## src/rtl/passage_wall_splay_vectors_unit_macros.svh

```systemverilog
// Assertion macros for the passage wall splay vectors unit.
// Used by the queue, the scaling lanes and the back end; needs clk and rst_n in scope.
`ifndef PASSAGE_WALL_SPLAY_VECTORS_UNIT_MACROS_SVH
`define PASSAGE_WALL_SPLAY_VECTORS_UNIT_MACROS_SVH
`ifndef NO_ASSERTIONS
`define PWSV_ASSERT_IMP(lbl, pre, post) \
    lbl: assert property (@(posedge clk) disable iff (!rst_n) (pre) |-> (post)) \
        else $error("pwsv assertion failed");
`define PWSV_ASSERT_NXT(lbl, pre, post) \
    lbl: assert property (@(posedge clk) disable iff (!rst_n) (pre) |=> (post)) \
        else $error("pwsv assertion failed");
`else
`define PWSV_ASSERT_IMP(lbl, pre, post)
`define PWSV_ASSERT_NXT(lbl, pre, post)
`endif
`endif

```

## src/rtl/pwsv_pkg.sv

```systemverilog
// Shared constants and types for the passage wall splay vectors unit.
// No dependencies.
`timescale 1ns / 1ps

package pwsv_pkg;

    localparam int DirW   = 20;
    localparam int MagW   = 20;
    localparam int DistW  = 16;
    localparam int SqW    = 2 * MagW;
    localparam int OutW   = 17;
    localparam int KindW  = 2;

    localparam int FifoDepth = 2;
    localparam int FifoIdxW  = (FifoDepth > 1) ? $clog2(FifoDepth) : 1;
    localparam int FifoCntW  = $clog2(FifoDepth + 1);

    localparam int RootBits = DistW;
    localparam int StepW    = $clog2(RootBits);

    localparam logic [KindW-1:0] KIND_UP    = 2'd0;
    localparam logic [KindW-1:0] KIND_DOWN  = 2'd1;
    localparam logic [KindW-1:0] KIND_LEFT  = 2'd2;
    localparam logic [KindW-1:0] KIND_RIGHT = 2'd3;

    // classified request as it sits in the queue
    typedef struct packed {
        logic [MagW-1:0]  ax;
        logic [MagW-1:0]  ay;
        logic [SqW-1:0]   sq;
        logic             zero;
        logic             lx_neg;
        logic             ly_neg;
        logic             rx_neg;
        logic             ry_neg;
        logic [DistW-1:0] up;
        logic [DistW-1:0] down;
        logic [DistW-1:0] left;
        logic [DistW-1:0] right;
    } item_t;

    typedef struct packed {
        logic start;
        logic ack;
    } lane_ctl_t;

    typedef struct packed {
        logic full;
        logic empty;
    } fifo_stat_t;

endpackage

```

## src/rtl/pwsv_item_if.sv

```systemverilog
// Input channel of the splay vectors unit: one survey request per handshake.
// Depends on pwsv_pkg.
`timescale 1ns / 1ps

interface pwsv_item_if;
    logic                             valid;
    logic                             ready;
    logic signed [pwsv_pkg::DirW-1:0] dir_x;
    logic signed [pwsv_pkg::DirW-1:0] dir_y;
    logic                             from_missing;
    logic [pwsv_pkg::DistW-1:0]       dist_up;
    logic [pwsv_pkg::DistW-1:0]       dist_down;
    logic [pwsv_pkg::DistW-1:0]       dist_left;
    logic [pwsv_pkg::DistW-1:0]       dist_right;

    modport source (output valid, dir_x, dir_y, from_missing, dist_up, dist_down,
                    dist_left, dist_right, input ready);
    modport sink (input valid, dir_x, dir_y, from_missing, dist_up, dist_down,
                  dist_left, dist_right, output ready);
endinterface

```

## src/rtl/pwsv_front.sv

```systemverilog
// Front end: takes requests, applies the reversal, splits sign and magnitude,
// forms x^2+y^2 and queues the request. Depends on pwsv_pkg and pwsv_item_if.
`timescale 1ns / 1ps

module pwsv_front (
    input  logic                 clk,
    input  logic                 rst_n,
    pwsv_item_if.sink            item,
    input  pwsv_pkg::fifo_stat_t stat,
    output logic                 push,
    output pwsv_pkg::item_t      wdata
);
    logic                           s1_valid_reg;
    logic [pwsv_pkg::MagW-1:0]      ax_reg;
    logic [pwsv_pkg::MagW-1:0]      ay_reg;
    logic [3:0]                     neg_reg;
    logic [pwsv_pkg::DistW-1:0]     up_reg;
    logic [pwsv_pkg::DistW-1:0]     down_reg;
    logic [pwsv_pkg::DistW-1:0]     left_reg;
    logic [pwsv_pkg::DistW-1:0]     right_reg;

    logic signed [pwsv_pkg::DirW:0] sx;
    logic signed [pwsv_pkg::DirW:0] sy;
    logic signed [pwsv_pkg::DirW:0] nx;
    logic signed [pwsv_pkg::DirW:0] ny;
    logic signed [pwsv_pkg::DirW:0] mx;
    logic signed [pwsv_pkg::DirW:0] my;
    logic                           accept;

    always_comb
    begin
        sx = (pwsv_pkg::DirW+1)'(item.dir_x);
        sy = (pwsv_pkg::DirW+1)'(item.dir_y);
        nx = item.from_missing ? -sx : sx;
        ny = item.from_missing ? -sy : sy;
        mx = (nx < 0) ? -nx : nx;
        my = (ny < 0) ? -ny : ny;
    end

    assign item.ready = !s1_valid_reg || !stat.full;
    assign accept     = item.valid && item.ready;
    assign push       = s1_valid_reg && !stat.full;

    always_ff @(posedge clk or negedge rst_n)
    begin
        if (!rst_n)
        begin
            s1_valid_reg <= 1'b0;
            ax_reg       <= '0;
            ay_reg       <= '0;
            neg_reg      <= '0;
            up_reg       <= '0;
            down_reg     <= '0;
            left_reg     <= '0;
            right_reg    <= '0;
        end
        else
        begin
            if (accept)
            begin
                s1_valid_reg <= 1'b1;
                ax_reg       <= mx[pwsv_pkg::MagW-1:0];
                ay_reg       <= my[pwsv_pkg::MagW-1:0];
                // left x, left y, right x, right y sign
                neg_reg      <= {ny > 0, nx < 0, ny < 0, nx > 0};
                up_reg       <= item.dist_up;
                down_reg     <= item.dist_down;
                left_reg     <= item.dist_left;
                right_reg    <= item.dist_right;
            end
            else if (push)
                s1_valid_reg <= 1'b0;
        end
    end

    always_comb
    begin
        wdata.ax     = ax_reg;
        wdata.ay     = ay_reg;
        wdata.sq     = pwsv_pkg::SqW'(ax_reg) * pwsv_pkg::SqW'(ax_reg) +
                       pwsv_pkg::SqW'(ay_reg) * pwsv_pkg::SqW'(ay_reg);
        wdata.zero   = (ax_reg == '0) && (ay_reg == '0);
        wdata.lx_neg = neg_reg[3];
        wdata.ly_neg = neg_reg[2];
        wdata.rx_neg = neg_reg[1];
        wdata.ry_neg = neg_reg[0];
        wdata.up     = up_reg;
        wdata.down   = down_reg;
        wdata.left   = left_reg;
        wdata.right  = right_reg;
    end

endmodule

```

## src/flat_wrapper.sv

```systemverilog
// flat-port wrapper written by rule: the top's interface ports become plain ports
module pwsv_front_flat 
  (clk, rst_n, stat, push, wdata, item_valid, item_dir_x, item_dir_y, item_from_missing, item_dist_up, item_dist_down, item_dist_left, item_dist_right, item_ready);
  pwsv_item_if item_i ();
  input  logic clk;
  input  logic rst_n;
  input  pwsv_pkg::fifo_stat_t stat;
  output logic push;
  output pwsv_pkg::item_t wdata;
  input wire logic [$bits(item_i.valid)-1:0] item_valid;
  input wire logic [$bits(item_i.dir_x)-1:0] item_dir_x;
  input wire logic [$bits(item_i.dir_y)-1:0] item_dir_y;
  input wire logic [$bits(item_i.from_missing)-1:0] item_from_missing;
  input wire logic [$bits(item_i.dist_up)-1:0] item_dist_up;
  input wire logic [$bits(item_i.dist_down)-1:0] item_dist_down;
  input wire logic [$bits(item_i.dist_left)-1:0] item_dist_left;
  input wire logic [$bits(item_i.dist_right)-1:0] item_dist_right;
  output wire logic [$bits(item_i.ready)-1:0] item_ready;
  assign item_i.valid = item_valid;
  assign item_i.dir_x = item_dir_x;
  assign item_i.dir_y = item_dir_y;
  assign item_i.from_missing = item_from_missing;
  assign item_i.dist_up = item_dist_up;
  assign item_i.dist_down = item_dist_down;
  assign item_i.dist_left = item_dist_left;
  assign item_i.dist_right = item_dist_right;
  assign item_ready = item_i.ready;
  pwsv_front u_core (.clk(clk), .rst_n(rst_n), .item(item_i), .stat(stat), .push(push), .wdata(wdata));
endmodule
```

## config.mk

```make
export PLATFORM = sky130hd
export DESIGN_NAME = pwsv_front_flat
export DESIGN_NICKNAME = d
export VERILOG_FILES = /design/src/rtl/passage_wall_splay_vectors_unit_macros.svh /design/src/rtl/pwsv_pkg.sv /design/src/rtl/pwsv_item_if.sv /design/src/rtl/pwsv_front.sv /design/src/flat_wrapper.sv
export SDC_FILE = /design/constraint.sdc
export NUM_CORES = 2
export LEC_CHECK = 0
export ABC_AREA = 0
export BUFFER_PORTS_ARGS = -buffer_cell sky130_fd_sc_hd__buf_4
export CORE_ASPECT_RATIO = 1.75
export CORE_MARGIN = 1
export CORE_UTILIZATION = 55
export CTS_BUF_LIST = sky130_fd_sc_hd__clkbuf_8
export CTS_CLUSTER_SIZE = 24
export DETAILED_ROUTE_END_ITERATION = 8
export PLACE_DENSITY = 0.75
export SLEW_MARGIN = 15
export SYNTH_ARGS = -nofsm -noshare
export SYNTH_HDL_FRONTEND = slang
export SYNTH_SLANG_ARGS = --single-unit
```

## constraint.sdc

```tcl
create_clock -name clk -period 10.7 [get_ports clk]
set_clock_uncertainty 0.05 [all_clocks]
set_input_delay 2.14 -clock clk [delete_from_list [all_inputs] [get_ports clk]]
set_output_delay 2.14 -clock clk [all_outputs]
set_load 0.01 [all_outputs]
```

==> results.sh <==
export IMPL_status="completed"
export IMPL_hpwl_mm=67.23
export IMPL_slew_violations=0
export IMPL_cp_arrival_ns=8.22
export IMPL_rsz0062_at_grt="no"
export IMPL_cp_slowest_cell="fa_1"
export IMPL_track_usage_pct=29.98
export IMPL_wl_per_cell_um=19.30
export IMPL_fin_crit_ns=10.41
export IMPL_cts_root_buf="clkbuf_8"
export IMPL_hold_viol_final=0
export IMPL_design_die_area_um2=54130
export IMPL_fmax_mhz=96.10
export IMPL_crit_top_cell="fa_1"
export IMPL_cts_tree="built"
export IMPL_clkTransAtPathRegs_ns=0.11
export IMPL_whs_path_depth=1
export IMPL_cts_buffers=9
export IMPL_placed_area_um2=32090
export IMPL_period_share_pct=97.25
export IMPL_crit_buf_inv=10
export IMPL_cp_required_ns=8.51
export IMPL_n_fill_cell=4497
export IMPL_layout_commonest_cell="inv_1"
export IMPL_finalNetCount=4351
export IMPL_path_class="flop to output pin"
export IMPL_num_vias=21880
export IMPL_synth_compound_area_share_pct=5.477
export IMPL_htree_levels=3
export IMPL_cap_violations=0
export IMPL_place_gp_congestion=0.9561
export IMPL_postRouteAntennaNets=0
export IMPL_synth_warnings=0
export IMPL_max_stage_delay_ns=0.59
export IMPL_first_global_vias=24300
export IMPL_layout_drive_gt1_share_pct=13.99
export IMPL_ff2ff_setup_slack_ns=8.25
export IMPL_drt_iter0_drc=1157
export IMPL_clockBufferDepth=2
export IMPL_synth_fa_ha_area_share_pct=54.51
export IMPL_firstDrtPassIters=7
export IMPL_end_kind="output pin"
export IMPL_syn2layout_area_growth_pct=10.68
export IMPL_crit_path_max_fanout=8
export IMPL_most_common_layout_cells="892 x inv_1, 635 x fa_1, 329 x buf_4"
export IMPL_synthArstFlopShare_pct=100.0
export IMPL_synth_top_family_by_area="adder cells"
export IMPL_drc=0
export IMPL_syn_inst=3128
export IMPL_tightest_slew_ns=1.082
export IMPL_synth_cell_type_count=69
export IMPL_holdCritPathClass="flop to flop"
export IMPL_synth_edf_count=0
export IMPL_antenna_cells=0
export IMPL_cts_hold_buffers=0
export IMPL_clock_sinks=109
export IMPL_critical_path_depth=27
export IMPL_syn_num_nets=4131
export IMPL_synth_seq_cells=109
export IMPL_finalSetupViolCount=0
export IMPL_initial_core_util_pct=55.70
export IMPL_synthesis_area_um2=29240
export IMPL_final_cell_area_um2=32360
export IMPL_numPortBuffers=259
export IMPL_ys_flop_type="dfrtp_1"
export IMPL_crit_family="adder cells"
export IMPL_fp_dieW_um=176.3
export IMPL_clkLatencyLatePin_ns=0.39
export IMPL_synth_simple_area_share_pct=10.70
export IMPL_slew_headroom_pct=25.81
export IMPL_dieHeight_um=307.0
export IMPL_num_io_pins=261
export IMPL_grt_max_degree=88
export IMPL_design_core_area_um2=52500
export IMPL_antenna_found_initial=1
export IMPL_grt_pass1_wl_mm=122.2
export IMPL_vias_per_cell=5.427
export IMPL_gr_usage_met1_pct=28.45
export IMPL_rr_worst_depth=4
export IMPL_synth_xor_area_share_pct=3.889
export IMPL_synthMuxAreaShare_pct=2.974
export IMPL_overflow=0
export IMPL_avgSynthCellArea_um2=9.348
export IMPL_cp_start_kind="flop"
export IMPL_core_rowCount=111
export IMPL_use_met3_pct=3.202
export IMPL_routed_wl_mm=77.81
export IMPL_top_usage_layer="met2"
export IMPL_yosysSeqAreaShare_pct=9.328
export IMPL_fin_setup_tns_ns=0
export IMPL_met2_usage_pct=54.82
-- repair_timing --
action                     in CTS  in global routing
gates resized for setup         3                 19
setup endpoints to repair       1                  5
buffers inserted                0                  2
-- synth_stat cells, types with 4 or more instances --
library cell | instances | area share, %
nor2_1 | 94 | 1.2
fa_1 | 635 | 43
clkinv_1 | 5 | 0.064
nand4_1 | 12 | 0.26
dfrtp_1 | 109 | 9.3
ha_1 | 258 | 11
a41oi_1 | 6 | 0.18
o2111ai_1 | 4 | 0.12
inv_1 | 893 | 11
nor4_1 | 16 | 0.34
a31oi_1 | 10 | 0.21
o31ai_1 | 15 | 0.39
o21a_1 | 6 | 0.15
mux2i_1 | 7 | 0.24
or3_1 | 9 | 0.19
and2_1 | 134 | 2.9
xor2_1 | 40 | 1.2
nor2b_1 | 17 | 0.36
xnor2_1 | 88 | 2.6
nand2_1 | 287 | 3.7
a21o_1 | 25 | 0.64
a21boi_0 | 6 | 0.15
or2_2 | 11 | 0.24
o21ai_1 | 17 | 0.29
nor3_1 | 14 | 0.24
o21bai_1 | 6 | 0.15
and3_1 | 6 | 0.13
clkbuf_1 | 113 | 1.5
nor3_2 | 4 | 0.14
mux2_2 | 71 | 2.7
a21oi_1 | 58 | 0.99
o21ai_0 | 63 | 1.1
nand3_1 | 17 | 0.29
nand2b_1 | 10 | 0.21
-- path summary, 6_finish.rpt --
path	end	start
worst max-delay path	wdata[106]	u_core.ax_reg[8]$_DFFE_PN0P_
worst min-delay path	u_core.neg_reg[0]$_DFFE_PN0P_	u_core.neg_reg[0]$_DFFE_PN0P_
worst max register to register	u_core.up_reg[1]$_DFFE_PN0P_	u_core.s1_valid_reg$_DFFE_PN0P_
worst min register to register	u_core.neg_reg[0]$_DFFE_PN0P_	u_core.neg_reg[0]$_DFFE_PN0P_
max in group asynchronous	u_core.s1_valid_reg$_DFFE_PN0P_	rst_n
min in group asynchronous	u_core.ay_reg[0]$_DFFE_PN0P_	rst_n
-- cell families after synthesis --
group                      count (synthesis)
xor gates and xnor gates                 129
muxes                                     78
DFF                                      109
buffers and inverters                   1019
and+or+nand+nor                          649
AOI/OAI and AO/OA                        251
adders and majority gates                893
-- cell type report --
cell class	instances	area, um^2	area share [%]
clock buffers	9	123.9	0.3827
well taps	678	848.3	2.621
inverters	899	3393	10.48
repair buffers	329	2470	7.631
clock inverters	7	88.84	0.2745
multi-input cells	2000	22690	70.12
flip-flops and latches	109	2746	8.486
-- per-stage QoR --
stage	setup slack [ns]	hold WS, ns	std cells	utilization [%]
3_3_place_gp	0.4252	0.4219	4013	61.13
6_report	0.2941	0.4476	4031	61.65
2_1_floorplan	1.216	0.4662	3128	-
5_1_grt	0.01910	0.4803	4031	61.65
4_1_cts	0.1102	0.4536	4029	61.54
3_5_place_dp	0.3984	0.4223	4013	61.13
-- routing by layer --
layer / vias to the layer above / wire (um)
met2: 800 / 42040
met3: 375 / 3590
met1: 11010 / 23070
li1: 9691 / -
met4: 2 / 9097
met5: - / 13
Power is not shown: default switching activity piles up to over one toggle a cycle in this logic, so the estimate is an artifact.
