<file path="config.mk">
export PLATFORM = sky130hd
export DESIGN_NAME = pwsv_fifo
export DESIGN_NICKNAME = d
export VERILOG_FILES = /design/src/rtl/pwsv_pkg.sv /design/src/rtl/pwsv_fifo.sv
export VERILOG_INCLUDE_DIRS = /design/src /design/src/rtl
export SDC_FILE = /design/constraint.sdc
export NUM_CORES = 1
export LEC_CHECK = 0
export ABC_AREA = 0
export BUFFER_PORTS_ARGS = -buffer_cell sky130_fd_sc_hd__buf_2
export CORE_UTILIZATION = 52
export DETAILED_ROUTE_END_ITERATION = 16
export PLACE_DENSITY = 0.79
export SLEW_MARGIN = 10
export SYNTH_ARGS = -nofsm -noshare
export SYNTH_HDL_FRONTEND = slang
export SYNTH_SLANG_ARGS = --single-unit
</file>
<file path="constraint.sdc">
create_clock -name clk -period 9.5 [get_ports clk]
set_input_delay 1.425 -clock clk [delete_from_list [all_inputs] [get_ports clk]]
set_output_delay 1.425 -clock clk [all_outputs]
set_load 0.005 [all_outputs]
</file>
<file path="src/rtl/passage_wall_splay_vectors_unit_macros.svh">
// Assertion macros for the passage wall splay vectors unit.
// Used by the queue, the scaling lanes and the back end; needs clk and rst_n in scope.
`ifndef PASSAGE_WALL_SPLAY_VECTORS_UNIT_MACROS_SVH
`define PASSAGE_WALL_SPLAY_VECTORS_UNIT_MACROS_SVH
`ifndef NO_ASSERTIONS
`define PWSV_ASSERT_IMP(lbl, pre, post) \
    lbl: assert property (@(posedge clk) disable iff (!rst_n) (pre) |-> (post)) \
        else $error("pwsv assertion failed");
`define PWSV_ASSERT_NXT(lbl, pre, post) \
    lbl: assert property (@(posedge clk) disable iff (!rst_n) (pre) |=> (post)) \
        else $error("pwsv assertion failed");
`else
`define PWSV_ASSERT_IMP(lbl, pre, post)
`define PWSV_ASSERT_NXT(lbl, pre, post)
`endif
`endif

</file>
<file path="src/rtl/pwsv_pkg.sv">
// Shared constants and types for the passage wall splay vectors unit.
// No dependencies.
`timescale 1ns / 1ps

package pwsv_pkg;

    localparam int DirW   = 20;
    localparam int MagW   = 20;
    localparam int DistW  = 16;
    localparam int SqW    = 2 * MagW;
    localparam int OutW   = 17;
    localparam int KindW  = 2;

    localparam int FifoDepth = 2;
    localparam int FifoIdxW  = (FifoDepth > 1) ? $clog2(FifoDepth) : 1;
    localparam int FifoCntW  = $clog2(FifoDepth + 1);

    localparam int RootBits = DistW;
    localparam int StepW    = $clog2(RootBits);

    localparam logic [KindW-1:0] KIND_UP    = 2'd0;
    localparam logic [KindW-1:0] KIND_DOWN  = 2'd1;
    localparam logic [KindW-1:0] KIND_LEFT  = 2'd2;
    localparam logic [KindW-1:0] KIND_RIGHT = 2'd3;

    // classified request as it sits in the queue
    typedef struct packed {
        logic [MagW-1:0]  ax;
        logic [MagW-1:0]  ay;
        logic [SqW-1:0]   sq;
        logic             zero;
        logic             lx_neg;
        logic             ly_neg;
        logic             rx_neg;
        logic             ry_neg;
        logic [DistW-1:0] up;
        logic [DistW-1:0] down;
        logic [DistW-1:0] left;
        logic [DistW-1:0] right;
    } item_t;

    typedef struct packed {
        logic start;
        logic ack;
    } lane_ctl_t;

    typedef struct packed {
        logic full;
        logic empty;
    } fifo_stat_t;

endpackage

</file>
<file path="src/rtl/pwsv_fifo.sv">
// Short request queue between the front and back ends.
// Depends on pwsv_pkg and the macro header.
`timescale 1ns / 1ps
`include "passage_wall_splay_vectors_unit_macros.svh"

module pwsv_fifo (
    input  logic                 clk,
    input  logic                 rst_n,
    input  logic                 push,
    input  pwsv_pkg::item_t      wdata,
    input  logic                 pop,
    output pwsv_pkg::item_t      rdata,
    output pwsv_pkg::fifo_stat_t stat
);
    pwsv_pkg::item_t                mem [pwsv_pkg::FifoDepth];
    logic [pwsv_pkg::FifoIdxW-1:0]  wr_ptr_reg;
    logic [pwsv_pkg::FifoIdxW-1:0]  rd_ptr_reg;
    logic [pwsv_pkg::FifoCntW-1:0]  count_reg;

    function automatic logic [pwsv_pkg::FifoIdxW-1:0] bump(
        input logic [pwsv_pkg::FifoIdxW-1:0] p);
        if (p == pwsv_pkg::FifoIdxW'(pwsv_pkg::FifoDepth - 1))
            return '0;
        return p + pwsv_pkg::FifoIdxW'(1);
    endfunction

    always_ff @(posedge clk)
    begin
        if (push)
            mem[wr_ptr_reg] <= wdata;
    end

    always_ff @(posedge clk or negedge rst_n)
    begin
        if (!rst_n)
        begin
            wr_ptr_reg <= '0;
            rd_ptr_reg <= '0;
            count_reg  <= '0;
        end
        else
        begin
            if (push)
                wr_ptr_reg <= bump(wr_ptr_reg);
            if (pop)
                rd_ptr_reg <= bump(rd_ptr_reg);
            if (push && !pop)
                count_reg <= count_reg + pwsv_pkg::FifoCntW'(1);
            else if (pop && !push)
                count_reg <= count_reg - pwsv_pkg::FifoCntW'(1);
        end
    end

    assign rdata      = mem[rd_ptr_reg];
    assign stat.full  = (count_reg == pwsv_pkg::FifoCntW'(pwsv_pkg::FifoDepth));
    assign stat.empty = (count_reg == '0);

    `PWSV_ASSERT_IMP(a_push_room, push, !stat.full)
    `PWSV_ASSERT_IMP(a_pop_data, pop, !stat.empty)

endmodule

</file>
==> out/metrics.json, run 1 <==
{
  "run_status": {
    "status": "finished, final reports clean"
  },
  "setup_path": {
    "path_class": "flip-flop to primary output",
    "crit-reg2reg-capture": "mem[0][10]",
    "crit_path_start_kind": "flip-flop",
    "crit_buf_inv": 2,
    "critical_path.endpoint_type": "primary output",
    "timing.critical_path.fanout_max": 58,
    "rr_worst_depth": 3,
    "timing.critical_path.arrival_ps": 2790,
    "critical_path_required_ps": 8080,
    "reg2reg_slack_ps": 6790,
    "slowest_delay_ps": 860,
    "timing.critical_path.slowest_stage_cell": "sky130_fd_sc_hd__buf_4",
    "timing.critical_path.cells": "buf_4, mux2_2, buf_2",
    "rr_startpoint": "wr_ptr_reg",
    "worst_path_dominant_cell_family": "buffers and inverters"
  },
  "timing": {
    "tns_ps": 0,
    "tightestPinTransition_ps": 1100,
    "grt_setup_unrepaired": "no",
    "timing_hold_violations_final": 0,
    "finalMaxSlewViolations": 0,
    "final.min_clock_period_ps": 4220,
    "setup_viol": 0,
    "slew_headroom_pct": 26.4,
    "final.setup_skew_ps": 9.79,
    "achievable-frequency_mhz": 237,
    "period_share_pct": 44.4
  },
  "synthesis": {
    "synth-seq-cells": 302,
    "synth.lib_cells_used.distinct": 14,
    "register_area_share_after_synthesis_pct": 79.7,
    "yosysWarnings": 0,
    "synth.cell_area_mm2": 0.0114,
    "syn-mean-instance-area_um2": 23.7,
    "synth_cells": 480,
    "synth.net_count": 634
  },
  "job": {
    "cap_viol_max_count": 0
  },
  "placed_design": {
    "detailedPlacementHpwl_um": 14200,
    "buffer_ports.inserted": 303,
    "finalWeightedCongestion": 0.770,
    "detailed_place.area_mm2": 0.0131
  },
  "clock_tree": {
    "cts_repair_resize_count": 0,
    "clk_pin_slew_worst_paths_ps": 60,
    "cts-root-to-sink-buffers": 3,
    "cts.root.buffer_cell": "sky130_fd_sc_hd__clkbuf_16",
    "clock_tree.htree_level_count": 1,
    "tritoncts": "built",
    "cts_inserted_buffers": 30,
    "postCtsHoldBufs": 0,
    "post-cts-setup-buffer-count": 0,
    "cts_sinks": 302,
    "worstSkewPairLatency_ps": 530
  },
  "die": {
    "chipHeight_um": 150,
    "design.die.area_mm2": 0.0224,
    "core_mm2": 0.0212,
    "die_x_um": 150,
    "start_util_pct": 53.5,
    "row_count": 53,
    "num_io_pins": 304
  },
  "hold_path": {
    "holdCritStartpoint": "count_reg[1]",
    "hold_path_class": "flip-flop to flip-flop",
    "min_path_cells": 1,
    "worst_hold_path.endpoint": "count_reg[1]"
  },
  "routing": {
    "postRouteAntennaNets": 0,
    "wl_per_cell_um": 19.1,
    "drt-vias-per-instance": 5.12,
    "drt_first_iter_violations": 256,
    "dr.pass1.iters": 7,
    "drt_drc_violations_left": 0,
    "vias": 5653,
    "routed_wl_um": 21100
  },
  "global_routing": {
    "grt_pass1_vias": 5930,
    "grt_first_pass_wirelength_um": 30700,
    "antenna_found_initial": 5,
    "gr-usage-all-layers_pct": 18.1,
    "globalRouteOverflowTotal": 0,
    "maximum_number_of_pins_on_one_net_before_global_route_repair": 83
  },
  "final_layout": {
    "area_growth_syn_to_layout_pct": 24.0,
    "final_util_pct": 66.3,
    "layout.cells.most_common": "sky130_fd_sc_hd__buf_2",
    "post_route_cells_drive_above_1_share_pct": 61.0,
    "mostFrequentLayoutCells": "303 x sky130_fd_sc_hd__buf_2, 298 x sky130_fd_sc_hd__edfxtp_1, 100 x sky130_fd_sc_hd__mux2_4, 49 x sky130_fd_sc_hd__mux2_2, 31 x sky130_fd_sc_hd__clkbuf_16",
    "numnets_final": 957,
    "final_cell_area_mm2": 0.0141,
    "layout.filler_cells": 1418,
    "number_of_flip_flops_under_the_largest_register_name": 298
  },
  "power": {
    "irDropWorstVdd_mv": 0.303,
    "cellPowerDensity_mw_per_mm2": 294,
    "static-leakage-power_uw": 0.00560
  }
}
## stage by stage
stage                     hold slack (ps)  power (uW)  instances  worst slack [ps]
after CTS                             503        4190       1100              5220
final                                 500        4140       1104              5280
after floorplan                       453        2690        480               952
after detailed placement              489        3050       1046              5650
after global placement                475        3000       1046              5740
after global routing                  565        4320       1102              5140
## cells in the mapped netlist
library cell,n,area share [%]
sky130_fd_sc_hd__and2_1,1,0.055
sky130_fd_sc_hd__buf_6,11,1.1
sky130_fd_sc_hd__xnor2_1,1,0.077
sky130_fd_sc_hd__dfrtp_1,4,0.88
sky130_fd_sc_hd__mux2_4,100,13
sky130_fd_sc_hd__ha_1,1,0.11
sky130_fd_sc_hd__xor2_1,4,0.31
sky130_fd_sc_hd__inv_1,1,0.033
sky130_fd_sc_hd__buf_8,1,0.13
sky130_fd_sc_hd__nor2b_1,2,0.11
sky130_fd_sc_hd__edfxtp_1,298,79
sky130_fd_sc_hd__mux2_2,49,4.9
sky130_fd_sc_hd__buf_2,5,0.22
sky130_fd_sc_hd__nor2_1,2,0.066
## per-layer routing
| metal | GRT usage [%] | wire length, um | up-vias |
|---|---|---|---|
| li1 | - | - | 2561 |
| met1 | 21.4 | 8080 | 2779 |
| met2 | 31.5 | 10600 | 263 |
| met3 | 4.94 | 1840 | 46 |
| met4 | 6.72 | 583 | 4 |
| met5 | 0 | 26 | - |
## worst max-delay path by stage
stage               cells after the start    endpoint       start
finish                                  3    rdata[0]  rd_ptr_reg
CTS                                     3    rdata[0]  rd_ptr_reg
detailed placement                      4  mem[0][40]        push
global placement                        4  mem[0][10]        push
floorplan                               1   mem[0][0]        push
global route                            3    rdata[0]  rd_ptr_reg
## logic make-up (layout without fill, tap and decap cells)
group	Yosys count	after routing	share of synthesized area (%)
flops	302	302	79.7
mux	149	149	18.1
buf+inv	18	363	1.48
xor+xnor	5	5	0.386
simple gates	5	5	0.231
fa+ha+maj	1	1	0.110
other cells	0	4	0
## worst register-to-register path: stages (launching register included)
cell                      delay [ps]
sky130_fd_sc_hd__dfrtp_1         420
sky130_fd_sc_hd__nor2b_4         110
sky130_fd_sc_hd__buf_4           670
sky130_fd_sc_hd__buf_4          1020
## layout make-up
class	instances	area (um^2)	area share (%)
Sequential cell	302	9050	64.3
Multi-Input combinational cell	160	2150	15.2
Timing Repair Buffer	308	1550	11.0
Clock buffer	43	861	6.12
Tap cell	275	344	2.44
Clock inverter	11	105	0.747
Antenna cell	4	10.0	0.0711
Inverter	1	3.75	0.0267
## power by group
part           switching (uW)  total [uW]  internal [uW]
logic                     517        1140            619
registers                98.7        1870           1770
clock network             450        1130            679
Power figures use the tool's default switching activity.
==> inputs of run 2 (changes only) <==
clock period = 4.3 ns   (was 9.5 ns; I/O delays follow)
==> out/metrics.json, run 2 (synthesized netlist as in run 1, its figures left out) <==
{
  "run_status": {
    "status": "finished, final reports clean"
  },
  "final_layout": {
    "numnets_final": 959,
    "layout.filler_cells": 1388,
    "area_growth_syn_to_layout_pct": 25.0,
    "number_of_flip_flops_under_the_largest_register_name": 298,
    "post_route_cells_drive_above_1_share_pct": 60.9,
    "layout.cells.most_common": "sky130_fd_sc_hd__buf_2",
    "mostFrequentLayoutCells": "303 x sky130_fd_sc_hd__buf_2, 298 x sky130_fd_sc_hd__edfxtp_1, 100 x sky130_fd_sc_hd__mux2_4, 49 x sky130_fd_sc_hd__mux2_2, 31 x sky130_fd_sc_hd__clkbuf_16",
    "final_util_pct": 66.9
  },
  "timing": {
    "achievable-frequency_mhz": 376,
    "grt_setup_unrepaired": "no",
    "period_share_pct": 61.9,
    "tns_ps": 0,
    "slew_headroom_pct": 25.5,
    "tightestPinTransition_ps": 1120,
    "setup_viol": 0,
    "timing_hold_violations_final": 0,
    "final.min_clock_period_ps": 2660,
    "final.setup_skew_ps": 14.9,
    "finalMaxSlewViolations": 0
  },
  "setup_path": {
    "critical_path.endpoint_type": "primary output",
    "critical_path_required_ps": 3650,
    "path_class": "flip-flop to primary output",
    "crit_path_start_kind": "flip-flop",
    "timing.critical_path.fanout_max": 79,
    "timing.critical_path.arrival_ps": 2020
  },
  "routing": {
    "wl_per_cell_um": 19.1,
    "drt_first_iter_violations": 218,
    "vias": 5631,
    "drt_drc_violations_left": 0,
    "routed_wl_um": 21100,
    "dr.pass1.iters": 7,
    "postRouteAntennaNets": 0,
    "drt-vias-per-instance": 5.10
  },
  "global_routing": {
    "gr-usage-all-layers_pct": 17.9,
    "antenna_found_initial": 1,
    "grt_pass1_vias": 5735,
    "maximum_number_of_pins_on_one_net_before_global_route_repair": 83,
    "grt_first_pass_wirelength_um": 30300,
    "globalRouteOverflowTotal": 0
  },
  "clock_tree": {
    "post-cts-setup-buffer-count": 0,
    "tritoncts": "built",
    "clock_tree.htree_level_count": 1,
    "worstSkewPairLatency_ps": 540,
    "clk_pin_slew_worst_paths_ps": 60,
    "cts_sinks": 302,
    "cts_inserted_buffers": 30,
    "cts.root.buffer_cell": "sky130_fd_sc_hd__clkbuf_16",
    "cts-root-to-sink-buffers": 3
  },
  "die": {
    "num_io_pins": 304,
    "start_util_pct": 53.5,
    "chipHeight_um": 150,
    "die_x_um": 150,
    "row_count": 53,
    "core_mm2": 0.0212,
    "design.die.area_mm2": 0.0224
  },
  "power": {
    "static-leakage-power_uw": 0.00565,
    "cellPowerDensity_mw_per_mm2": 659,
    "irDropWorstVdd_mv": 0.552
  },
  "placed_design": {
    "buffer_ports.inserted": 303,
    "finalWeightedCongestion": 0.713,
    "detailedPlacementHpwl_um": 14000
  },
  "hold_path": {
    "hold_path_class": "input pin to flip-flop"
  },
  "job": {
    "cap_viol_max_count": 0
  }
}
run 2: changes by cell type in the layout (fill, tap and decap cells not counted):
cell,before,now
sky130_fd_sc_hd__clkinv_4,1,0
sky130_fd_sc_hd__clkbuf_1,8,5
sky130_fd_sc_hd__clkbuf_8,4,0
sky130_fd_sc_hd__dlygate4sd3_1,0,1
sky130_fd_sc_hd__clkinv_1,3,7
sky130_fd_sc_hd__clkinvlp_4,0,1
sky130_fd_sc_hd__bufinv_16,2,6
sky130_fd_sc_hd__buf_4,5,3
sky130_fd_sc_hd__diode_2,4,2
sky130_fd_sc_hd__buf_12,0,3
run 2: power by group:
group	switching (uW)	internal (uW)	leakage (uW)	total (uW)
combinational	1210	1380	0.00231	2600
clock	1020	1670	0.000503	2680
sequential	155	3920	0.00284	4070
total	2390	6970	0.00565	9350
run 2: repair_timing:
| action | CTS | global route |
|---|---|---|
| resized for setup | 0 | 0 |
| hold endpoints to repair | 4 | 0 |
| hold buffers | 1 | 0 |
run 2: area by class of cell:
| class | count | area (um^2) | area share [%] |
|---|---|---|---|
| sequential | 302 | 9050 | 63.8 |
| multi-input combinational | 160 | 2150 | 15.1 |
| timing repair buffer | 310 | 1610 | 11.3 |
| clock buffer | 36 | 795 | 5.60 |
| tap | 275 | 344 | 2.42 |
| clock inverter | 19 | 239 | 1.68 |
| antenna | 2 | 5.00 | 0.0353 |
| inverter | 1 | 3.75 | 0.0264 |
run 2: layer usage:
| layer | global-route usage (%) | wire length (um) |
|---|---|---|
| met1 | 21.2 | 8110 |
| met2 | 32.3 | 10900 |
| met3 | 4.24 | 1690 |
| met4 | 5.20 | 381 |
| met5 | 0 | 0 |
run 2: critical path, cell delays in order (launching register included):
cell,delay (ps)
sky130_fd_sc_hd__dfrtp_4,450
sky130_fd_sc_hd__buf_12,350
sky130_fd_sc_hd__mux2_2,410
sky130_fd_sc_hd__buf_2,140
run 2: final timing paths:
path,start,end,slack (ps),depth (start not counted)
min in group asynchronous,rst_n,rd_ptr_reg,430,2
hold reg to reg,count_reg[1],count_reg[1],520,1
hold / removal,wdata[5],mem[0][5],290,1
max in group asynchronous,rst_n,rd_ptr_reg,3740,2
setup / recovery,rd_ptr_reg,rdata[1],1640,3
setup reg to reg,wr_ptr_reg,mem[1][69],2210,2
run 2: stage by stage:
stage                     instances  power, uW  setup slack [ps]  area [um^2]  hold slack, ps
final                          1105       9350              1640        14200             293
after floorplan                 480       5850               986        11400             349
after detailed placement       1047       6760              1890        13100             455
after CTS                      1103       9470              1630        14200             265
after global placement         1047       6650              1990        13100             455
after global routing           1104       9750              1560        14200             266
